**config.mk**
```make
export PLATFORM = sky130hd
export DESIGN_NAME = servo_packet_framer_unit
export DESIGN_NICKNAME = d
export VERILOG_FILES = /design/src/hdl/spf_pkg.sv /design/src/hdl/spf_front.sv /design/src/hdl/spf_queue.sv /design/src/hdl/spf_back.sv /design/src/hdl/servo_packet_framer_unit.sv
export SDC_FILE = /design/constraint.sdc
export NUM_CORES = 1
export LEC_CHECK = 0
export BUFFER_PORTS_ARGS = -buffer_cell sky130_fd_sc_hd__buf_2
export CORE_UTILIZATION = 35
export DETAILED_ROUTE_END_ITERATION = 7
export PLACE_DENSITY_LB_ADDON = 0.05
export REMOVE_ABC_BUFFERS = 1
export SLEW_MARGIN = 20
export SYNTH_ARGS = -nofsm -noshare
export SYNTH_HDL_FRONTEND = slang
export SYNTH_SLANG_ARGS = --single-unit
```
**constraint.sdc**
```tcl
create_clock -name clk -period 6.15 [get_ports clk]
set_input_delay 1.23 -clock clk [delete_from_list [all_inputs] [get_ports clk]]
set_output_delay 1.23 -clock clk [all_outputs]
set_load 0.01 [all_outputs]
```
**src/hdl/spf_pkg.sv**
```systemverilog
`default_nettype none
// ----------------------------------------------------------------------------
// spf_pkg
// Shared types and constants of the servo packet framer.
// ----------------------------------------------------------------------------
package spf_pkg;

    localparam logic [7:0] HDR_BYTE  = 8'hFF;
    localparam logic [7:0] LEN_EXTRA = 8'd2;

    // Command queue between the front and back parts.
    localparam int QUEUE_DEPTH = 4;
    localparam int QPTR_W      = $clog2(QUEUE_DEPTH);
    localparam int QCNT_W      = $clog2(QUEUE_DEPTH + 1);

    // Byte positions within a packet as the back part walks them.
    localparam logic [2:0] STEP_HDR0  = 3'd0;
    localparam logic [2:0] STEP_HDR1  = 3'd1;
    localparam logic [2:0] STEP_ID    = 3'd2;
    localparam logic [2:0] STEP_LEN   = 3'd3;
    localparam logic [2:0] STEP_INSTR = 3'd4;
    localparam logic [2:0] STEP_PARAM = 3'd5;
    localparam logic [2:0] STEP_CHK   = 3'd6;

    // One classified input word, ready for the back part to serialize.
    typedef struct packed {
        logic       is_start;
        logic       has_param;
        logic       is_last;
        logic [7:0] id;
        logic [7:0] len;
        logic [7:0] instr;
        logic [7:0] param;
        logic [7:0] chk;
    } cmd_t;

endpackage
`default_nettype wire

```
**src/hdl/spf_front.sv**
```systemverilog
`default_nettype none
// ----------------------------------------------------------------------------
// spf_front
// Accepts input words, tracks the open packet and builds back-end commands.
// ----------------------------------------------------------------------------
module spf_front
    import spf_pkg::*;
(
    input  wire logic       clk,
    input  wire logic       rst_n,
    input  wire logic       in_valid,
    output logic            in_stall,
    input  wire logic       start_packet,
    input  wire logic [7:0] node_id,
    input  wire logic [7:0] instruction_code,
    input  wire logic [7:0] param_count,
    input  wire logic [7:0] param_byte,
    input  wire logic       q_full,
    output logic            push,
    output cmd_t            push_cmd
);

    logic       open_reg, open_next;
    logic [7:0] left_reg, left_next;
    logic [7:0] sum_reg, sum_next;

    logic       accept;
    logic [7:0] len;
    logic [7:0] head_sum;
    logic [7:0] base_sum;
    logic [7:0] base_left;
    logic [7:0] param_sum;
    logic [7:0] param_left;

    assign in_stall = q_full;
    assign accept   = in_valid && !q_full;

    always_comb
    begin
        len        = param_count + LEN_EXTRA;
        head_sum   = node_id + len + instruction_code;
        base_sum   = start_packet ? head_sum : sum_reg;
        base_left  = start_packet ? param_count : left_reg;
        param_sum  = base_sum + param_byte;
        param_left = base_left - 8'd1;

        open_next = open_reg;
        left_next = left_reg;
        sum_next  = sum_reg;

        push               = accept && (start_packet || open_reg);
        push_cmd.is_start  = start_packet;
        push_cmd.id        = node_id;
        push_cmd.len       = len;
        push_cmd.instr     = instruction_code;
        push_cmd.param     = param_byte;

        if (start_packet && (param_count == 8'd0))
        begin
            push_cmd.has_param = 1'b0;
            push_cmd.is_last   = 1'b1;
            push_cmd.chk       = ~head_sum;
        end
        else
        begin
            push_cmd.has_param = 1'b1;
            push_cmd.is_last   = (param_left == 8'd0);
            push_cmd.chk       = ~param_sum;
        end

        if (push)
        begin
            if (start_packet && (param_count == 8'd0))
            begin
                open_next = 1'b0;
                left_next = 8'd0;
                sum_next  = head_sum;
            end
            else
            begin
                open_next = (param_left != 8'd0);
                left_next = param_left;
                sum_next  = param_sum;
            end
        end
    end

    always_ff @(posedge clk or negedge rst_n)
    begin
        if (!rst_n)
        begin
            open_reg <= 1'b0;
            left_reg <= 8'd0;
            sum_reg  <= 8'd0;
        end
        else
        begin
            open_reg <= open_next;
            left_reg <= left_next;
            sum_reg  <= sum_next;
        end
    end

endmodule
`default_nettype wire

```
**src/hdl/spf_queue.sv**
```systemverilog
`default_nettype none
// ----------------------------------------------------------------------------
// spf_queue
// Short command queue that lets the front and back parts stall independently.
// ----------------------------------------------------------------------------
module spf_queue
    import spf_pkg::*;
(
    input  wire logic clk,
    input  wire logic rst_n,
    input  wire logic push,
    input  cmd_t      push_cmd,
    input  wire logic pop,
    output logic      full,
    output logic      not_empty,
    output cmd_t      head_cmd
);

    cmd_t              entry_reg [QUEUE_DEPTH];
    logic [QPTR_W-1:0] wr_ptr_reg, wr_ptr_next;
    logic [QPTR_W-1:0] rd_ptr_reg, rd_ptr_next;
    logic [QCNT_W-1:0] count_reg, count_next;

    assign full      = (count_reg == QCNT_W'(QUEUE_DEPTH));
    assign not_empty = (count_reg != '0);
    assign head_cmd  = entry_reg[rd_ptr_reg];

    always_comb
    begin
        wr_ptr_next = push ? wr_ptr_reg + 1'b1 : wr_ptr_reg;
        rd_ptr_next = pop ? rd_ptr_reg + 1'b1 : rd_ptr_reg;
        count_next  = count_reg + QCNT_W'(push) - QCNT_W'(pop);
    end

    always_ff @(posedge clk)
    begin
        if (push)
        begin
            entry_reg[wr_ptr_reg] <= push_cmd;
        end
    end

    always_ff @(posedge clk or negedge rst_n)
    begin
        if (!rst_n)
        begin
            wr_ptr_reg <= '0;
            rd_ptr_reg <= '0;
            count_reg  <= '0;
        end
        else
        begin
            wr_ptr_reg <= wr_ptr_next;
            rd_ptr_reg <= rd_ptr_next;
            count_reg  <= count_next;
        end
    end

endmodule
`default_nettype wire

```
**src/hdl/spf_back.sv**
```systemverilog
`default_nettype none
// ----------------------------------------------------------------------------
// spf_back
// Serializes queued commands into packet bytes through an output register.
// ----------------------------------------------------------------------------
module spf_back
    import spf_pkg::*;
(
    input  wire logic       clk,
    input  wire logic       rst_n,
    input  wire logic       cmd_valid,
    input  cmd_t            cmd,
    output logic            pop,
    output logic            out_valid,
    input  wire logic       out_stall,
    output logic [7:0]      out_byte,
    output logic            end_of_packet
);

    logic [2:0] step_reg, step_next;
    logic       valid_reg, valid_next;
    logic [7:0] byte_reg;
    logic       eop_reg;

    logic       load;
    logic       fire;
    logic [2:0] cur_step;
    logic [2:0] inc_step;
    logic       done;
    logic [7:0] byte_val;

    assign load = !valid_reg || !out_stall;
    assign fire = cmd_valid && load;

    always_comb
    begin
        // A parameter-only command begins directly at the parameter byte.
        cur_step = ((step_reg == STEP_HDR0) && !cmd.is_start) ? STEP_PARAM : step_reg;
        inc_step = cur_step + 3'd1;
        done     = 1'b0;
        if ((inc_step == STEP_PARAM) && !cmd.has_param)
        begin
            inc_step = STEP_CHK;
        end
        if ((inc_step == STEP_CHK) && !cmd.is_last)
        begin
            done = 1'b1;
        end
        if (cur_step == STEP_CHK)
        begin
            done = 1'b1;
        end

        unique case (cur_step)
            STEP_HDR0:  byte_val = HDR_BYTE;
            STEP_HDR1:  byte_val = HDR_BYTE;
            STEP_ID:    byte_val = cmd.id;
            STEP_LEN:   byte_val = cmd.len;
            STEP_INSTR: byte_val = cmd.instr;
            STEP_PARAM: byte_val = cmd.param;
            STEP_CHK:   byte_val = cmd.chk;
            default:    byte_val = cmd.chk;
        endcase

        pop       = fire && done;
        step_next = step_reg;
        if (fire)
        begin
            step_next = done ? STEP_HDR0 : inc_step;
        end

        valid_next = valid_reg;
        if (fire)
        begin
            valid_next = 1'b1;
        end
        else if (!out_stall)
        begin
            valid_next = 1'b0;
        end
    end

    always_ff @(posedge clk)
    begin
        if (fire)
        begin
            byte_reg <= byte_val;
            eop_reg  <= (cur_step == STEP_CHK);
        end
    end

    always_ff @(posedge clk or negedge rst_n)
    begin
        if (!rst_n)
        begin
            step_reg  <= STEP_HDR0;
            valid_reg <= 1'b0;
        end
        else
        begin
            step_reg  <= step_next;
            valid_reg <= valid_next;
        end
    end

    assign out_valid     = valid_reg;
    assign out_byte      = byte_reg;
    assign end_of_packet = eop_reg;

endmodule
`default_nettype wire

```
**src/hdl/servo_packet_framer_unit.sv**
```systemverilog
`default_nettype none
// ----------------------------------------------------------------------------
// servo_packet_framer_unit
// Frames servo-bus (protocol 1) instruction packets as a byte stream.
// ----------------------------------------------------------------------------
// A start word produces the header 0xFF 0xFF, the id, the length (count + 2)
// and the instruction, then its first parameter if the count is nonzero;
// each later word passes one parameter byte, and the checksum byte follows
// the last parameter with end_of_packet set. The front part takes one input
// word per cycle into a four-entry command queue and stalls only when that
// queue is full; the back part drives one output byte per cycle from its
// output register while a command waits and out_stall is low. A parameter
// word yields one output byte (two for the last one), a start word six or
// seven, so parameters stream at one byte per cycle and headers burst out.
// Words that are not starts while no packet is open are dropped.
module servo_packet_framer_unit
    import spf_pkg::*;
(
    input  wire logic       clk,
    input  wire logic       rst_n,
    input  wire logic       in_valid,
    output logic            in_stall,
    input  wire logic       start_packet,
    input  wire logic [7:0] node_id,
    input  wire logic [7:0] instruction_code,
    input  wire logic [7:0] param_count,
    input  wire logic [7:0] param_byte,
    output logic            out_valid,
    input  wire logic       out_stall,
    output logic [7:0]      out_byte,
    output logic            end_of_packet
);

    logic push;
    cmd_t push_cmd;
    logic pop;
    logic q_full;
    logic q_not_empty;
    cmd_t head_cmd;

    spf_front u_front (
        .clk              (clk),
        .rst_n            (rst_n),
        .in_valid         (in_valid),
        .in_stall         (in_stall),
        .start_packet     (start_packet),
        .node_id          (node_id),
        .instruction_code (instruction_code),
        .param_count      (param_count),
        .param_byte       (param_byte),
        .q_full           (q_full),
        .push             (push),
        .push_cmd         (push_cmd)
    );

    spf_queue u_queue (
        .clk       (clk),
        .rst_n     (rst_n),
        .push      (push),
        .push_cmd  (push_cmd),
        .pop       (pop),
        .full      (q_full),
        .not_empty (q_not_empty),
        .head_cmd  (head_cmd)
    );

    spf_back u_back (
        .clk           (clk),
        .rst_n         (rst_n),
        .cmd_valid     (q_not_empty),
        .cmd           (head_cmd),
        .pop           (pop),
        .out_valid     (out_valid),
        .out_stall     (out_stall),
        .out_byte      (out_byte),
        .end_of_packet (end_of_packet)
    );

endmodule
`default_nettype wire

```
# Word-level counts from Yosys, hierarchy flattened

Memories as Yosys holds them, arrays and structs flattened.
Index checks and enable logic that the tools add are counted.

Input bits: 37
Memory bits (writable): 172
Memories kept: 1
Logic and storage cells: 73
Bits in registers: 37

Multiplexer cells: 17
Add/subtract/negate cells: 10
Bitwise operators: 2
Eq/ne operators: 10
Reductions and logical operators: 23

Memory list:

| name              | words | width | rd ports | clocked after Yosys merged registers in | write ports | line            | source |
|---|---|---|---|---|---|---|---|
| u_queue.entry_reg | 4     | 43    | 1        | 0                                       | 1           | spf_queue.sv:19 | `cmd_t entry_reg [QUEUE_DEPTH];` |

Operator list:

| operator            | number |
|---|---|
| $mux 8              | 5 |
| $pmux 8 s5          | 1 |
| $add 8x8->8         | 3 |
| $eq 3x3->1 const B  | 6 |
| $logic_not 8->1     | 2 |
| $not 8->8           | 2 |
| $mux 3              | 3 |
| $add 8x2->8 const B | 1 |
| $logic_and 1x1->1   | 8 |
| $reduce_bool 8->1   | 1 |
| $sub 8x1->8 const B | 1 |
| $mux 1              | 7 |
| $eq 3x2->1 const B  | 2 |
| $logic_not 1->1     | 6 |
| $logic_not 3->1     | 2 |
| $add 2x1->2 const B | 2 |
| $add 3x1->3         | 1 |
| $add 3x1->3 const B | 1 |
| $eq 3x1->1 const B  | 1 |
| $reduce_bool 3->1   | 1 |
| $sub 3x1->3         | 1 |
| $logic_or 1x1->1    | 2 |
| $mux 2              | 1 |
| $ne 2x1->1 const B  | 1 |
| $reduce_or 2->1     | 1 |

# Logic depth before layout (Yosys ltp)

Gate-level depths: netlist of run 1.
An unclocked memory read counts as a cell.

Depth after elaboration: 14
Depth in mapped cells: 20
Depth with buffers taken out: 18

# Hierarchy

From an unflattened synthesis of run 1, not the netlist that was laid out.

Cell total of the unflattened synthesis: 607
Area total of the unflattened synthesis: 9864.5 sq um

Modules (own cells, without submodules):

| module    | sequential area each (sq um) | area each (sq um) | instances | cells each |
|---|---|---|---|---|
| spf_queue | 5340.1                       | 6655.1            | 1         | 259 |
| spf_front | 425.4                        | 2252.2            | 1         | 248 |
| spf_back  | 370.4                        | 957.2             | 1         | 100 |

# Worst setup path before layout of run 1

Ideal clock, no wire load.

Path kind: input to register
Start point: input param_count[2]
End point: memory u_queue.entry_reg[0][7] (netlist name), data pin
Arrival time: 4671 ps
Setup time: 175 ps
Stages: 16
Required time: 5975 ps
Path slack: 1304 ps
Path through: clkbuf_1 -> nand3_1 -> xnor2_1 -> fa_1 -> ha_1 -> inv_1 -> o21bai_1 -> a21oi_1 -> xnor2_1 -> mux2_2 -> ha_1 -> o41ai_1 -> xnor2_1 -> nand2b_1 -> mux2_2 -> o21ai_1

RTL lines:

| what        | line                           | source |
|---|---|---|
| from (decl) | servo_packet_framer_unit.sv:26 | `input wire logic [7:0] param_count,` |
| to (decl)   | spf_queue.sv:19                |  |

==> flow_metrics.tcl, run 1 <==
set metrics [dict create \
    num_antenna_cells 0 \
    ctsResizeCount 0 \
    failed_checks "DRC" \
    clock_latency_ns 0.51 \
    initial_core_util_pct 36.0 \
    pwr-share-clk_pct 25.7 \
    period_share_pct 82.7 \
    ys_top_cells_by_count "edfxtp_1, mux4_2, nand2_1, o21ai_0, nor2_1" \
    tritoncts "done" \
    die_area_um2 27700 \
    powerDensity_nw_per_um2 497 \
    drv_cap 0 \
    grt_pass1_vias 5708 \
    pwr-share-comb_pct 34.4 \
    synth_edf_count 181 \
    async_reset_ff_share_pct 13.4 \
    rsz0062_at_grt "no" \
    report.final.slew_viol_count 0 \
    clk_pin_slew_worst_paths_ns 0.06 \
    avgSynthCellArea_um2 15.7 \
    synth_seq_cells 209 \
    busiest_layer "met2" \
    vias 5349 \
    crit_chain "buf_2 > ha_1 > xor2_1 > fa_1 > ha_1 > a21oi_1 > o21bai_1 > a21oi_1 > xnor2_1 > mux2_2 > ha_1 > o41ai_1 > xnor2_1 > nand2b_1 > mux2_2 > o21ai_1" \
    start_kind "input pin" \
    antenna_found_initial 0 \
    p_leak_nw 3.84 \
    die_w_um 166 \
    port_buffers 47 \
    fillers 2436 \
    ys_seq_area_share_pct 64.8 \
    hp-start "u_front.sum_reg[4]" \
    reg2reg_from "u_queue.rd_ptr_reg[0]" \
    required_ns 6.46 \
    core_um2 26300 \
    ctsHoldBuffers 0 \
    synth_top_cell_by_area "edfxtp_1" \
    yosysMostFrequentCell "edfxtp_1" \
    antenna_left 0 \
    syn2layout_area_growth_pct 14.4 \
    r2r_slack_ns 2.19 \
    drt-pass1-iter-count 6 \
    total_power_mw 5.39 \
    synth_top_area_share_pct 57.4 \
    syn_inst 602 \
    globalplace.congestion 0.789 \
    dieHeight_um 166 \
    post_drt_wl_per_cell_um 22.8 \
    dp.cells 965 \
    numClockSinks 209 \
    finalNonFillerCells 1009 \
    use_met2_pct 27.8 \
    r2r-end "u_queue.count_reg[2]" \
    place_ws_ns 0.514 \
    drive_above_1_share_pct 23.3 \
    switching_share_pct 33.5 \
    synthFlopType "edfxtp_1" \
    cts.htree.levels 1 \
    cts_buffer_depth 3 \
    hp-class "flop to flop" \
    crit_slowest_cell "fa_1" \
    fmax_ghz 0.197 \
    ff2ff_path_depth 17 \
    setup_viol 0 \
    final_nets 731 \
    num_rows 59 \
    synthTopCellsByArea "edfxtp_1, mux4_2, dfrtp_1, ha_1, fa_1" \
    synth_cell_types 54 \
    power.net_switching_mw 1.80 \
    grt_pass1_wl_mm 35.2 \
    met1_usage_pct 23.4 \
    post-dp-hpwl_mm 14.7 \
    drc 2 \
    grt_max_degree 45 \
    finalSetupTns_ns 0 \
    hold_ws_ns 0.479 \
    grt.met3_usage_pct 2.95 \
    worst_slew_pin_slew_ns 0.971 \
    crit_arrival_ns 5.39 \
    cp-end-kind "flop" \
    yosys_warnings 0 \
    hold_depth 2 \
    whs_endpoint "u_front.sum_reg[4]" \
    skew_ns 0.00712 \
    syn_area_um2 9470 \
    slew_headroom_pct 35.2 \
    cpMostUsedCell "ha_1" \
    power_frac_seq_pct 39.8 \
    peakVddDrop_mv 0.196 \
    internal-power_mw 3.59 \
    gr-total-overflow 0 \
    max_stage_delay_ns 0.50 \
    critPathMaxFanout 8 \
    viasPerCell 5.30 \
    worstSetupPathType "input pin to flop" \
    numCtsBuffers 24 \
    grt_use_total_pct 17.0 \
    drt_wl_total_mm 23.0 \
    status "complete, but fails checks" \
    worst_slack_ns 1.07 \
    drt_iter0_markers 376 \
    io_pins 48 \
    finalHoldViolations 0 \
    largest_reg_flops 172 \
    root_buffer "clkbuf_16" \
    cts_post_setup_buffers_inserted 0 \
    min_period_ns 5.08 \
]
worst max-delay path by stage:
stage	slack (ns)	endpoint	from	cells past startpoint
after floorplan	1.12	u_queue.count_reg[2]	u_queue.rd_ptr_reg[0]	17
after global routing	0.69	u_queue.entry_reg[3][7]	param_count[2]	16
after detailed placement	0.51	u_queue.entry_reg[0][7]	param_count[2]	16
after global placement	0.75	u_queue.entry_reg[1][7]	param_count[2]	16
after CTS	1.06	u_queue.entry_reg[1][7]	param_count[2]	16
final	1.07	u_queue.entry_reg[1][7]	param_count[2]	16
area by class of cell:
class	instances	area (µm²)	area share, %
Sequential cell	209	6140	56.7
Multi-Input combinational cell	339	3100	28.6
Clock buffer	29	641	5.91
Tap cell	335	419	3.87
Timing Repair Buffer	57	310	2.87
Clock inverter	15	126	1.17
Inverter	25	93.8	0.866
cells in the final DEF (no fill, tap or decap), types with 12 or more instances in the layout:
cell,netlist,routed
ha_1,28,28
inv_1,24,24
nor3_1,12,12
nand3_1,12,12
mux4_2,42,42
nor2_1,30,30
buf_2,10,47
clkbuf_16,0,25
edfxtp_1,181,181
o21ai_0,31,31
xnor2_1,19,19
a21oi_1,14,14
dfrtp_1,28,26
nand2_1,34,34
routing by layer:
metal	up-vias	share of wire, %
li1	2420	-
met1	2763	45
met2	135	47
met3	31	5.7
met4	0	2.0
met5	-	0
power groups by stage:
stage,Clock [mW],Combinational (mW),Sequential [mW]
final,1.39,1.86,2.15
after global routing,1.48,2.06,2.18
after CTS,1.42,1.89,2.15
after detailed placement,0,1.89,2.18
after global placement,0,1.86,2.16
after floorplan,0,1.18,2.25
kinds of logic (layout without fill, tap and decap cells):
family	after synthesis	after routing	synth area share, %
and+or+nand+nor	123	123	6.30
buffers and inverters	54	126	2.51
xor gates and xnor gates	30	30	2.78
adders and majority gates	38	38	5.81
DFF	209	209	64.8
muxes	60	60	12.0
AOI/OAI and AO/OA	88	88	5.78
critical path: cells and delay by family:
family	cells	cell delay [ns]
muxes	2	0.56
AOI/OAI and AO/OA	5	1.22
and+or+nand+nor	1	0.10
xor gates and xnor gates	3	0.82
adders and majority gates	4	1.28
buffers and inverters	1	0.17
stage by stage:
stage          util (%)  area (µm²)
2_1_floorplan         -        9320
3_3_place_gp       38.3       10100
3_5_place_dp       38.3       10100
4_1_cts            41.2       10800
5_1_grt            41.2       10800
6_report           41.2       10800
No activity file was read; power rests on OpenSTA's default activity.
==> run 2, diff against run 1 <==
--- a/config.mk
+++ b/config.mk
@@ -5,6 +5,7 @@
 export SDC_FILE = /design/constraint.sdc
 export NUM_CORES = 1
 export LEC_CHECK = 0
+export ABC_AREA = 1
 export BUFFER_PORTS_ARGS = -buffer_cell sky130_fd_sc_hd__buf_2
 export CORE_UTILIZATION = 35
 export DETAILED_ROUTE_END_ITERATION = 7
==> constraint.sdc (replaced) <==
create_clock -name clk -period 4.2 [get_ports clk]
set_input_delay 0.84 -clock clk [delete_from_list [all_inputs] [get_ports clk]]
set_output_delay 0.84 -clock clk [all_outputs]
set_load 0.01 [all_outputs]
==> flow_metrics.tcl, run 2 <==
set metrics [dict create \
    antenna_left 0 \
    skew_ns 0.00842 \
    gr-total-overflow 0 \
    period_share_pct 93.1 \
    ys_top_cells_by_count "edfxtp_1, nand2_1, nor2_1, o21ai_0, inv_1" \
    tritoncts "done" \
    slew_headroom_pct 22.8 \
    drive_above_1_share_pct 16.1 \
    rsz0062_at_grt "no" \
    drt-pass1-iter-count 4 \
    die_w_um 168 \
    yosys_warnings 0 \
    reg2reg_from "u_queue.rd_ptr_reg[0]" \
    viasPerCell 4.96 \
    min_period_ns 3.91 \
    synth_seq_cells 209 \
    fmax_ghz 0.256 \
    synthMuxAreaShare_pct 0.104 \
    synth_edf_count 181 \
    root_buffer "clkbuf_16" \
    crit_arrival_ns 4.18 \
    async_reset_ff_share_pct 13.4 \
    largest_reg_flops 172 \
    report.final.slew_viol_count 0 \
    worst_slew_pin_slew_ns 1.15 \
    clk_pin_slew_worst_paths_ns 0.06 \
    power.net_switching_mw 3.00 \
    final-seq-area_um2 6140 \
    fillers 2621 \
    cp-end-kind "flop" \
    worstSetupPathType "input pin to flop" \
    status "completed" \
    worst_slack_ns 0.289 \
    final_common_cell "edfxtp_1" \
    r2r_slack_ns 0.88 \
    grt_pass1_vias 6446 \
    utilization_pct 42.0 \
    initial_core_util_pct 35.7 \
    synth_top_area_share_pct 56.5 \
    final_area_um2 11300 \
    syn2layout_area_growth_pct 17.6 \
    num_rows 60 \
    avgSynthCellArea_um2 10.9 \
    synth-compound-area-share_pct 9.95 \
    drv_cap 0 \
    clock_latency_ns 0.52 \
    drt_iter0_markers 463 \
    total_power_mw 8.11 \
    numClockSinks 209 \
    die_area_um2 28100 \
    wl_met3_mm 1.12 \
    post-dp-hpwl_mm 16.1 \
    drt_wl_total_mm 25.3 \
    r2r-end "u_queue.count_reg[2]" \
    finalNonFillerCells 1329 \
    synthFlopType "edfxtp_1" \
    io_pins 48 \
    numCtsBuffers 25 \
    ctsHoldBuffers 0 \
    num_antenna_cells 0 \
    synth_cell_types 38 \
    highest_layer "met4" \
    dieHeight_um 168 \
    critPathMaxFanout 4 \
    grt_pass1_wl_mm 39.3 \
    drt-met1-wl_mm 12.4 \
    synth_fa_ha_area_share_pct 5.72 \
    setup_viol 0 \
    grt_max_degree 85 \
    final_nets 1044 \
    cts.htree.levels 1 \
    required_ns 4.47 \
    cts_buffer_depth 3 \
    vias 6598 \
    powerDensity_nw_per_um2 717 \
    hp-class "input pin to asynchronous set/reset pin" \
    pwr-share-clk_pct 25.9 \
    synth_top_cell_by_area "edfxtp_1" \
    globalplace.congestion 0.820 \
    dp.cells 1283 \
    power_frac_seq_pct 37.6 \
    start_kind "input pin" \
    post_drt_wl_per_cell_um 19.1 \
    core_um2 27000 \
    port_buffers 47 \
    antenna_found_initial 0 \
    synth-xor-area-share_pct 1.73 \
    grt_use_total_pct 18.5 \
    syn_area_um2 9620 \
    multiInputGateArea_um2 3080 \
    synthSimpleGateAreaFrac_pct 14.1 \
    placed_cell_area_um2 10500 \
    drc 0 \
    syn_inst 883 \
    switching_share_pct 37.0 \
    hold_ws_ns 0.386 \
    pwr-share-comb_pct 36.5 \
    ys_seq_area_share_pct 63.8 \
    peakVddDrop_mv 0.384 \
    synthTopCellsByArea "edfxtp_1, dfrtp_1, nand2_1, nor2_1, o21ai_0" \
    finalSetupTns_ns 0 \
    wl_met2_mm 11.4 \
    yosysMostFrequentCell "edfxtp_1" \
    synth_top_family_by_area "simple AND/OR/NAND/NOR gates" \
    p_leak_nw 4.46 \
    layout_common_cells "edfxtp_1, nand2_1, nor2_1" \
    finalHoldViolations 0 \
    ff2ff_path_depth 22 \
    place_ws_ns -0.355 \
    internal-power_mw 5.11 \
]
## run 2: changes by cell type after synthesis, moves of 14 or more
| cell | previous run | this run |
|---|---|---|
| nand2_1 | 34 | 136 |
| nand3_1 | 12 | 30 |
| a21oi_1 | 14 | 28 |
| o22ai_1 | 10 | 33 |
| mux4_2 | 42 | 0 |
| inv_1 | 24 | 64 |
| nor2_1 | 30 | 136 |
| o21ai_1 | 3 | 18 |
| o21ai_0 | 31 | 86 |
## run 2: power by group through the flow
stage	combinational [mW]	sequential [mW]	clock, mW
after floorplan	1.72	3.19	0
after global placement	3.04	3.08	0
after detailed placement	3.01	3.09	0
after CTS	3.03	3.05	2.17
after global routing	3.38	3.09	2.23
final	2.96	3.05	2.10
## run 2: area by class of cell
cell class	instances	area share, %
repair buffers	94	5.20
flip-flops and latches	209	54.2
inverters	74	2.45
clock inverters	17	1.21
multi-input cells	565	27.2
well taps	341	3.77
clock buffers	29	5.93
## run 2: logic make-up after synthesis
logic type / Yosys count
AND/OR/NAND/NOR: 331
flip-flops: 209
AO/OA/AOI/OAI: 176
XOR/XNOR: 19
multiplexers: 1
adder cells (fa/ha/maj): 38
buffers and inverters: 109
## run 2: worst max path at each step
stage / startpoint / end / slack (ns) / depth (start not counted)
after CTS: param_count[1] / u_queue.entry_reg[3][7] / 0.20 / 23
after global routing: param_count[1] / u_queue.entry_reg[1][7] / 0.0002 / 22
after floorplan: u_queue.rd_ptr_reg[0] / u_queue.count_reg[2] / -0.77 / 22
after global placement: param_count[1] / u_queue.entry_reg[3][7] / -0.27 / 23
final: param_count[1] / u_queue.entry_reg[3][7] / 0.29 / 23
after detailed placement: param_count[1] / u_queue.entry_reg[3][7] / -0.35 / 23
## run 2: what timing repair did
action | CTS | global route
resized for setup | 0 | 3
endpoints found under the setup margin | 0 | 5
buffers inserted | 0 | 0
## run 2: critical path: stages
cell and delay, ns:
buf_2 0.11, ha_1 0.23, xor2_2 0.30, fa_1 0.48, ha_1 0.32, a21oi_1 0.13
nand2_1 0.09, a21oi_1 0.13, nor2_1 0.05, nor2_1 0.11, xor2_1 0.20, o21ai_1 0.08
ha_1 0.32, nand2_1 0.08, o21a_1 0.20, nand2_1 0.06, nand2_1 0.04, nand2_1 0.08
inv_1 0.04, nand3_1 0.07, nand2_1 0.05, nand2_1 0.08, nand2_2 0.08
## run 2: metal layers
metal / global-route usage [%] / up-vias
met5: 0 / -
met4: 4.15 / 0
met3: 2.75 / 38
met2: 29.5 / 123
met1: 26.6 / 3198
li1: - / 3239
==> run 3, diff against run 2 <==
--- a/config.mk
+++ b/config.mk
@@ -8,7 +8,9 @@
 export ABC_AREA = 1
 export BUFFER_PORTS_ARGS = -buffer_cell sky130_fd_sc_hd__buf_2
 export CORE_UTILIZATION = 35
+export CTS_BUF_LIST = sky130_fd_sc_hd__clkbuf_8
 export DETAILED_ROUTE_END_ITERATION = 7
+export MAX_ROUTING_LAYER = met4
 export PLACE_DENSITY_LB_ADDON = 0.05
 export REMOVE_ABC_BUFFERS = 1
 export SLEW_MARGIN = 20
==> constraint.sdc (replaced) <==
create_clock -name clk -period 4.6 [get_ports clk]
set_input_delay 0.92 -clock clk [delete_from_list [all_inputs] [get_ports clk]]
set_output_delay 0.92 -clock clk [all_outputs]
set_load 0.01 [all_outputs]
==> flow_metrics.tcl, run 3 (synthesized netlist as in run 2, its figures left out) <==
set metrics [dict create \
    report.final.slew_viol_count 0 \
    dieHeight_um 168 \
    die_w_um 168 \
    layout_common_cells "edfxtp_1, nand2_1, nor2_1" \
    num_rows 60 \
    worst_slack_ns 0.376 \
    fmax_ghz 0.237 \
    hp-class "input pin to asynchronous set/reset pin" \
    post-dp-hpwl_mm 15.8 \
    globalplace.congestion 0.799 \
    worst_slew_pin_slew_ns 0.988 \
    clock_latency_ns 0.53 \
    peakVddDrop_mv 0.464 \
    gr-total-overflow 0 \
    crit_arrival_ns 4.48 \
    ctsHoldBuffers 0 \
    required_ns 4.86 \
    powerDensity_nw_per_um2 646 \
    viasPerCell 4.92 \
    numClockSinks 209 \
    placed_cell_area_um2 10400 \
    use_met2_pct 28.9 \
    core_um2 27000 \
    ctsResizeCount 0 \
    p_leak_nw 4.38 \
    num_antenna_cells 0 \
    reg2reg_from "u_queue.rd_ptr_reg[0]" \
    post_drt_wl_per_cell_um 18.8 \
    cts_post_setup_buffers_inserted 0 \
    start_kind "input pin" \
    drt_wl_total_mm 24.9 \
    critPathMaxFanout 5 \
    met1_usage_pct 25.6 \
    tritoncts "done" \
    period_share_pct 91.8 \
    min_period_ns 4.22 \
    clk_pin_slew_worst_paths_ns 0.06 \
    place_ws_ns -0.160 \
    cp-end-kind "flop" \
    grt.met3_usage_pct 3.08 \
    numCtsBuffers 38 \
    drc 0 \
    status "completed" \
    drt-pass1-iter-count 4 \
    grt_pass1_vias 6528 \
    vias 6527 \
    largest_reg_flops 172 \
    io_pins 48 \
    skew_ns 0.0168 \
    drv_cap 0 \
    busiest_layer "met2" \
    die_area_um2 28100 \
    antenna_left 0 \
    grt_use_total_pct 18.8 \
    root_buffer "clkbuf_8" \
    final_area_um2 11100 \
    drt_iter0_markers 322 \
    slew_headroom_pct 33.7 \
    rsz0062_at_grt "no" \
    port_buffers 47 \
    worstSetupPathType "input pin to flop" \
    antenna_found_initial 0 \
    final_nets 1034 \
    finalHoldViolations 0 \
    grt_max_degree 84 \
    drive_above_1_share_pct 15.0 \
    setup_viol 0 \
    ff2ff_path_depth 22 \
    grt_pass1_wl_mm 38.6 \
    initial_core_util_pct 35.7 \
    crit_path_start "param_count[1]" \
    final_common_cell "edfxtp_1" \
    cts_buffer_depth 3 \
    cts.htree.levels 2 \
    syn2layout_area_growth_pct 15.7 \
]
-- run 3: cell types whose count changed in the layout (fill, tap and decap cells not counted), sizes merged --
cell,change
bufinv,+1
inv,+9
clkbuf,+13
buf,-23
clkinv,-3
-- run 3: layout make-up --
type | instances | area, µm²
Timing Repair Buffer | 71 | 453
Clock inverter | 24 | 186
Clock buffer | 42 | 578
Multi-Input combinational cell | 565 | 3070
Tap cell | 341 | 427
Sequential cell | 209 | 6140
Fill cell | 2603 | 15800
Inverter | 74 | 278
-- run 3: metal layers --
layer | wire [µm] | vias up
li1 | - | 3217
met1 | 12200 | 3140
met2 | 11200 | 125
met3 | 975 | 45
met4 | 566 | 0
met5 | 0 | -
-- run 3: worst max-delay path, cell delays in order --
cell and delay (ns):
buf_2 0.11, ha_1 0.21, xor2_1 0.43, fa_1 0.51
ha_1 0.33, a21oi_1 0.13, nand2_1 0.10, a21oi_1 0.15
nor2_1 0.05, nor2_1 0.11, xor2_1 0.19, o21ai_0 0.11
ha_1 0.33, a21oi_1 0.15, o21a_1 0.16, nand3b_1 0.08
nand2_1 0.10, inv_1 0.05, nand3_1 0.07, nand2_1 0.05
nand2_1 0.07, nand2_1 0.10
-- run 3: path summary, 6_finish.rpt --
| kind | end | slack, ns |
|---|---|---|
| setup / recovery | u_queue.entry_reg[1][7] | 0.38 |
| hold / removal | u_back.out_valid | 0.46 |
| setup reg to reg | u_queue.count_reg[2] | 1.36 |
| hold reg to reg | u_front.sum_reg[4] | 0.49 |
| max in group asynchronous | u_queue.rd_ptr_reg[0] | 3.63 |
| min in group clk | u_front.sum_reg[4] | 0.49 |
-- run 3: per-stage QoR --
stage	TNS (ns)	hold WS, ns	cells	power [mW]	utilization, %
2_1_floorplan	-0.737	0.452	848	4.48	-
3_3_place_gp	-0.486	0.476	1260	5.53	38.4
3_5_place_dp	-0.698	0.479	1260	5.52	38.4
4_1_cts	0	0.457	1326	7.32	41.3
5_1_grt	0	0.509	1326	7.72	41.3
6_report	0	0.457	1326	7.19	41.3
-- run 3: where the power goes --
group / switching, mW / internal (mW)
combinational: 1.81 / 0.835
sequential: 0.145 / 2.63
clock: 0.757 / 1.01
